===== src/sv/epbf_pkg.sv =====
package epbf_pkg;

    // sizing of the bit store and of the hash set
    localparam int FILTER_BITS = 65536;
    localparam int MAX_HASHES  = 4;
    localparam int MULT_REGS   = 4;
    localparam int HASH_LIMIT  = (MAX_HASHES < MULT_REGS) ? MAX_HASHES : MULT_REGS;

    // field widths
    localparam int VERTEX_W = 31;
    localparam int MULT_W   = 32;
    localparam int SIZE_W   = 17;
    localparam int HCNT_W   = 3;
    localparam int OP_W     = 2;

    // bit positions and effective modulus
    localparam int POS_W = $clog2(FILTER_BITS);
    localparam int ESZ_W = POS_W + 1;

    // bit store organised as rows of bits
    localparam int ROW_W     = 32;
    localparam int ROW_SEL_W = $clog2(ROW_W);
    localparam int ROWS      = FILTER_BITS / ROW_W;
    localparam int ROW_AW    = $clog2(ROWS);

    // hash arithmetic: product, dividend and radix-16 remainder steps
    localparam int PROD_W     = VERTEX_W + MULT_W;
    localparam int DIVD_W     = PROD_W + 1;
    localparam int RADIX_BITS = 4;
    localparam int DIV_STEPS  = DIVD_W / RADIX_BITS;
    localparam int STEP_W     = $clog2(DIV_STEPS);
    localparam int HASH_IDX_W = $clog2(MULT_REGS);

    // configuration port
    localparam int DATA_W    = 32;
    localparam int PADDR_W   = 5;
    localparam int REG_IDX_W = 3;

    // opcodes
    localparam logic [OP_W-1:0] OP_INSERT = 2'd0;
    localparam logic [OP_W-1:0] OP_QUERY  = 2'd1;
    localparam logic [OP_W-1:0] OP_EMPTY  = 2'd2;

    // register indexes
    localparam logic [REG_IDX_W-1:0] REG_SIZE  = 3'd0;
    localparam logic [REG_IDX_W-1:0] REG_HCNT  = 3'd1;
    localparam logic [REG_IDX_W-1:0] REG_MULT0 = 3'd2;
    localparam logic [REG_IDX_W-1:0] REG_MULT1 = 3'd3;
    localparam logic [REG_IDX_W-1:0] REG_MULT2 = 3'd4;
    localparam logic [REG_IDX_W-1:0] REG_MULT3 = 3'd5;

    // request to the hash unit
    typedef struct packed {
        logic                start;
        logic [VERTEX_W-1:0] src;
        logic [VERTEX_W-1:0] nbr;
        logic [MULT_W-1:0]   mult;
        logic [ESZ_W-1:0]    size;
    } hash_req_t;

    // answer from the hash unit
    typedef struct packed {
        logic             done;
        logic [POS_W-1:0] pos;
    } hash_rsp_t;

endpackage


===== src/sv/epbf_hash.sv =====
// Hash position unit: (nbr * mult + src) mod size.
// A multiply state, an add state, then a radix-16 remainder over
// the 64-bit dividend, four bits a cycle.
module epbf_hash (
    input  logic                clk,
    input  logic                rst_n,
    input  epbf_pkg::hash_req_t req,
    output epbf_pkg::hash_rsp_t rsp
);

    typedef enum logic [1:0] {
        H_IDLE,
        H_MUL,
        H_ADD,
        H_DIV
    } hstate_t;

    hstate_t                          state_reg;
    logic [epbf_pkg::STEP_W-1:0]      step_reg;
    logic                             done_reg;
    logic                             done_next;

    logic [epbf_pkg::VERTEX_W-1:0]    src_reg;
    logic [epbf_pkg::VERTEX_W-1:0]    nbr_reg;
    logic [epbf_pkg::MULT_W-1:0]      mult_reg;
    logic [epbf_pkg::ESZ_W-1:0]       size_reg;
    logic [epbf_pkg::PROD_W-1:0]      prod_reg;
    logic [epbf_pkg::DIVD_W-1:0]      divd_reg;
    logic [epbf_pkg::POS_W-1:0]       rem_reg;
    logic [epbf_pkg::POS_W-1:0]       rem_next;

    logic [epbf_pkg::POS_W:0]         part_c;
    logic [epbf_pkg::POS_W:0]         trial_c;

    // four restoring remainder steps; remainder stays below the modulus
    always_comb
    begin
        part_c = {1'b0, rem_reg};
        for (int i = 0; i < epbf_pkg::RADIX_BITS; i++)
        begin
            trial_c = {part_c[epbf_pkg::POS_W-1:0], divd_reg[epbf_pkg::DIVD_W-1-i]};
            if (trial_c >= size_reg)
            begin
                trial_c = trial_c - size_reg;
            end
            part_c = trial_c;
        end
        rem_next = part_c[epbf_pkg::POS_W-1:0];
    end

    // done pulse follows the last remainder step
    assign done_next = (state_reg == H_DIV)
                       && (step_reg == epbf_pkg::STEP_W'(epbf_pkg::DIV_STEPS - 1));

    // operands and datapath
    always_ff @(posedge clk)
    begin
        case (state_reg)
            H_IDLE:
            begin
                if (req.start)
                begin
                    src_reg  <= req.src;
                    nbr_reg  <= req.nbr;
                    mult_reg <= req.mult;
                    size_reg <= req.size;
                end
            end
            H_MUL:
            begin
                prod_reg <= epbf_pkg::PROD_W'(nbr_reg) * epbf_pkg::PROD_W'(mult_reg);
            end
            H_ADD:
            begin
                divd_reg <= epbf_pkg::DIVD_W'(prod_reg) + epbf_pkg::DIVD_W'(src_reg);
                rem_reg  <= '0;
            end
            H_DIV:
            begin
                divd_reg <= divd_reg << epbf_pkg::RADIX_BITS;
                rem_reg  <= rem_next;
            end
            default:
            begin
            end
        endcase
    end

    // sequencer
    always_ff @(posedge clk or negedge rst_n)
    begin
        if (!rst_n)
        begin
            state_reg <= H_IDLE;
            step_reg  <= '0;
            done_reg  <= 1'b0;
        end
        else
        begin
            done_reg <= done_next;
            case (state_reg)
                H_IDLE:
                begin
                    if (req.start)
                    begin
                        state_reg <= H_MUL;
                    end
                end
                H_MUL:
                begin
                    state_reg <= H_ADD;
                end
                H_ADD:
                begin
                    step_reg  <= '0;
                    state_reg <= H_DIV;
                end
                H_DIV:
                begin
                    step_reg <= step_reg + epbf_pkg::STEP_W'(1);
                    if (step_reg == epbf_pkg::STEP_W'(epbf_pkg::DIV_STEPS - 1))
                    begin
                        state_reg <= H_IDLE;
                    end
                end
                default:
                begin
                    state_reg <= H_IDLE;
                end
            endcase
        end
    end

    assign rsp.done = done_reg;
    assign rsp.pos  = rem_reg;

endmodule


===== config.mk =====
export PLATFORM = sky130hd
export DESIGN_NAME = epbf_hash
export DESIGN_NICKNAME = d
export VERILOG_FILES = /design/src/sv/epbf_pkg.sv /design/src/sv/epbf_hash.sv
export SDC_FILE = /design/constraint.sdc
export NUM_CORES = 2
export LEC_CHECK = 0
export ABC_AREA = 1
export BUFFER_PORTS_ARGS = -buffer_cell sky130_fd_sc_hd__clkbuf_2
export CAP_MARGIN = 5
export CORE_ASPECT_RATIO = 1.2
export CORE_MARGIN = 2
export CORE_UTILIZATION = 50
export CTS_CLUSTER_DIAMETER = 80
export CTS_CLUSTER_SIZE = 40
export DETAILED_ROUTE_END_ITERATION = 6
export PLACE_DENSITY_LB_ADDON = 0.25
export SYNTH_ARGS = -nofsm -noshare
export SYNTH_HDL_FRONTEND = slang
export SYNTH_SLANG_ARGS = --single-unit

===== constraint.sdc =====
create_clock -name clk -period 7.6 [get_ports clk]
set_input_delay 1.14 -clock clk [delete_from_list [all_inputs] [get_ports clk]]
set_output_delay 1.14 -clock clk [all_outputs]
set_load 0.005 [all_outputs]

After elaboration in Yosys (flattened, before gate mapping) --
Cells that the tools add are included.
Word-level totals: register bits after elaboration 261, bits in latches 0, bits in writable memories 0, bits in read-only memories 0, input bits 114, output and inout port bits 17, memories kept 0
Operators by class: $add $sub $neg 6, $mul 1, divide/modulo/power cells 0, $lt $le $gt $ge 4, equality and inequality tests 6, shifts and indexed selects 0, multiplexer cells 10, bitwise gates (word level) 0, reduce and logical (&&, ||, !) cells 5
Operators by type and width (count):
- $pmux W64 S2 | 1
- $ge A17 B17 Y1 | 4
- $add A63 B31 Y64 | 1
- $mux W16 | 4
- $sub A16 B16 Y16 | 4
- $mul A31 B32 Y63 | 1
- $pmux W16 S2 | 1
- $pmux W2 S4 | 1
- $pmux W4 S2 | 1
- $add A4 B1 Y4 const B | 1
- $eq A2 B2 Y1 const B | 2
- $eq A4 B4 Y1 const B | 1
- $mux W2 | 2
- $reduce_and A2 Y1 | 2
- $eq A2 B1 Y1 const B | 1
- $logic_not A2 Y1 | 1
- $ne A2 B1 Y1 const B | 1
- $ne A2 B2 Y1 const B | 1
- $reduce_bool A2 Y1 | 1
- $logic_and A1 B1 Y1 | 1

Longest topological paths before layout --
depth after elaboration 9, mapped depth 54, mapped depth without buffers 52

Least setup slack after synthesis --
Ideal clock, no wire load.
kind flip-flop to flip-flop, start register nbr_reg[7] (netlist name), end register prod_reg[37] (netlist name), data pin, setup time 252 ps, arrival time 6388 ps, data required time 7348 ps, setup slack 960 ps, cell stages (with the launch flop) 29, buffers on the path 1, clock period less this slack 6640 ps, path through edfxtp_1 clkbuf_1 nand2_1 fa_1 inv_1 fa_1 fa_1 inv_1 fa_1 inv_1 fa_1 inv_1 fa_1 inv_1 fa_1 inv_1 fa_1 inv_1 ha_1 nand2_1 nor2_1 inv_1 nor2_1 inv_1 o21ai_1 a21oi_1 or2_1 nand3_1 nand2_1
On the way: longest elaborated chain between the ends 1
RTL lines:
- start, declared | line epbf_hash.sv:24 | logic [epbf_pkg::VERTEX_W-1:0] nbr_reg;
- start signal, assigned | line epbf_hash.sv:64 | nbr_reg <= req.nbr;
- $mul A31 B32 Y63 | line epbf_hash.sv:71 | prod_reg <= epbf_pkg::PROD_W'(nbr_reg) * epbf_pkg::PROD_W'(mult_reg);
- end signal, assigned | line epbf_hash.sv:71
- end, declared | line epbf_hash.sv:27 | logic [epbf_pkg::PROD_W-1:0] prod_reg;
Every way passes these cells. A chain may end at the register's enable or synchronous reset.

Worst setup path after layout --
start register mult_reg[25] (netlist name), end register prod_reg[45] (netlist name), data pin
On the way: longest elaborated chain between the ends 1
RTL lines:
- start, declared | line epbf_hash.sv:25 | logic [epbf_pkg::MULT_W-1:0] mult_reg;
- start signal, assigned | line epbf_hash.sv:65 | mult_reg <= req.mult;
- $mul A31 B32 Y63 | line epbf_hash.sv:71
Every way passes these cells.

==> impl_metrics.toml <==
[yosys]
synth.area.top_cells = "fa_1 (35%), edfxtp_1 (16%), nand2_1 (13%)"
ys.flop_type = "edfxtp_1"
synth_edf_count = 254
ys_warn_count = 0
ys_seq_area_share_pct = 15.9
synth.distinct_cells = 52
async_flop_share_pct = 2.68
synth_area_um2 = 49200
synth_top_area_share_pct = 35.5
synth_seq_cells = 261
syn_nets = 7475
avgSynthCellArea_um2 = 8.02
yosysTopAreaCell = "fa_1"
netlist_instances = 6129

[run_status]
status = "complete, no violations"

[clock_tree]
numCtsBuffers = 21
numClockSinks = 261
clock_tree.buffer_depth = 3
cts_tree = "done"
h-tree-depth = 1
cts.clk_slew.worst_paths_ns = 0.09
insertion_delay_ns = 0.64
root_buffer = "clkbuf_16"

[placement]
routabilityCongestion = 0.976
place_hpwl_mm = 123
port-buffer-count = 130

[floorplanning]
coreArea_um2 = 97900
die-area_um2 = 101000
die_w_um = 290
initial_core_util_pct = 50.2
ios = 131
die_h_um = 347
rows = 126

[setup_path]
slowest_delay_ns = 0.69
crit_buf_inv = 7
slowest_stage = "edfxtp_1"
crit_type = "flop to flop"
critPathTopFamily = "adder cells"
cp_max_fo = 6
path_cells = "buf_4, nand2_1, fa_1, inv_1, fa_1, fa_1, inv_1, fa_1, fa_1, fa_1, inv_1, fa_1, fa_1, ha_1, buf_4, nand2_1, nor2_1, inv_1, nor2_1, inv_1, nor2_1, nand3_1, nand2_1, xor2_1"
path_common_cell = "fa_1"
end_kind = "flop"
cp.arrival_ns = 7.68
start_kind = "flop"
cp_data_required_time_ns = 7.97

[timing]
fin_crit_ns = 7.31
slew_violations = 0
setup_viol = 0
hold_viol_final = 0
worst_pin_slew_ns = 1.14
max_freq_ghz = 0.137
tns_ns = 0
slew_headroom_pct = 23.8
post-route-period-util_pct = 96.2
skew_ns = 0.0599

[layout]
multiInputGateArea_um2 = 35000
num-nets-final = 7696
layout_commonest_cell = "nand2_1"
drive_above_1_share_pct = 8.34
final_cell_mix = "nand2_1 (1768), inv_1 (1472), fa_1 (871)"
fill_cells = 9154
largest_register_ffs = 64
area_growth_pct = 9.71
final_util_pct = 55.1
regArea_um2 = 7800

[routing]
dr_total_vias = 40089
avgRoutedWirePerCell_um = 18.9
final_antenna_net_count = 0
viasPerCell = 5.24
wl_mm = 144
dr.pass1.iters = 5
drt_iter0_markers = 2703
drc = 0

[global_routing]
grt_pass1_vias = 42317
grt_max_degree = 81
antenna_found_initial = 1
grt-ovfl-total = 0
grt_pass1_wl_mm = 229
track_usage_pct = 29.1

[min_path]
hold_class = "input port to asynchronous set/reset pin"

[flow_run]
cap_viol_max_count = 0
## metal layers
metal / GRT usage, % / part of all wire (%) / up-vias
met3: 2.93 / 5.7 / 325
met4: 11.1 / 4.4 / 0
met2: 51.8 / 50 / 1389
met5: 0 / 0 / -
li1: - / - / 18625
met1: 36.5 / 40 / 19750
## cells by family (layout without fill, tap and decap cells)
group / Yosys count / after routing / share of synthesized area [%]
AO/OA/AOI/OAI: 403 / 403 / 4.51
XOR/XNOR: 111 / 111 / 1.98
adder cells (fa/ha/maj): 1232 / 1232 / 44.7
buffers and inverters: 1695 / 1931 / 13.0
flip-flops: 261 / 261 / 15.9
multiplexers: 2 / 2 / 0.0407
other: 0 / 3 / 0
AND/OR/NAND/NOR: 2425 / 2425 / 19.9
## area by class of cell
| cell class | instances | area share, % |
|---|---|---|
| multi-input combinational | 4173 | 64.9 |
| sequential | 261 | 14.5 |
| inverter | 1481 | 10.3 |
| timing repair buffer | 412 | 5.73 |
| tap | 1280 | 2.97 |
| clock buffer | 22 | 1.00 |
| clock inverter | 16 | 0.568 |
| antenna | 3 | 0.0139 |
## metrics by stage
step / worst slack (ns) / std cells / hold slack, ns / cell area (um^2)
after floorplan: 0.960 / 6129 / 0.468 / 49200
after global placement: 0.113 / 7595 / 0.483 / 52800
after detailed placement: 0.102 / 7595 / 0.498 / 52800
after CTS: 0.129 / 7633 / 0.340 / 53700
after global routing: -0.000719 / 7646 / 0.370 / 53900
final: 0.292 / 7648 / 0.377 / 53900
## Yosys cell counts, types with 3 or more instances
master / count
dfrtp_1: 7
or2_2: 28
o21ai_0: 123
or2_1: 4
a21o_1: 24
nor2_2: 4
clkbuf_1: 198
a21boi_0: 5
o21bai_1: 12
nand2_2: 11
edfxtp_1: 254
buf_1: 5
and2_1: 9
nand3_1: 222
nand4_1: 29
xnor2_1: 48
fa_1: 871
nand3_2: 6
buf_6: 4
a31oi_1: 15
nand3b_1: 7
nor2_1: 279
nand2_1: 1768
nor3_1: 40
a21oi_1: 195
ha_1: 361
buf_4: 4
o31ai_1: 3
o21ai_1: 7
inv_1: 1478
buf_2: 3
xor2_1: 63
o21a_1: 8
nor4_1: 10
## final timing paths
check	start	to	slack, ns	depth (start not counted)
setup / recovery	mult_reg[25]	prod_reg[45]	0.29	24
setup reg to reg	mult_reg[25]	prod_reg[45]	0.29	24
max in group asynchronous	rst_n	state_reg[0]	7.03	1
hold / removal	rst_n	state_reg[1]	0.38	1
hold reg to reg	divd_reg[14]	divd_reg[18]	0.50	2
min in group clk	divd_reg[14]	divd_reg[18]	0.50	2
## what timing repair did
item | in CTS | in global routing
endpoints found under the setup margin | 0 | 26
gates resized for setup | 0 | 24
endpoints found under the hold margin | 0 | 0
hold buffers | 0 | 0
buffers inserted | 0 | 12
Power is left out: the tool's default activity adds up to more than one toggle a clock period on the data nets, which glitch-free logic cannot reach.
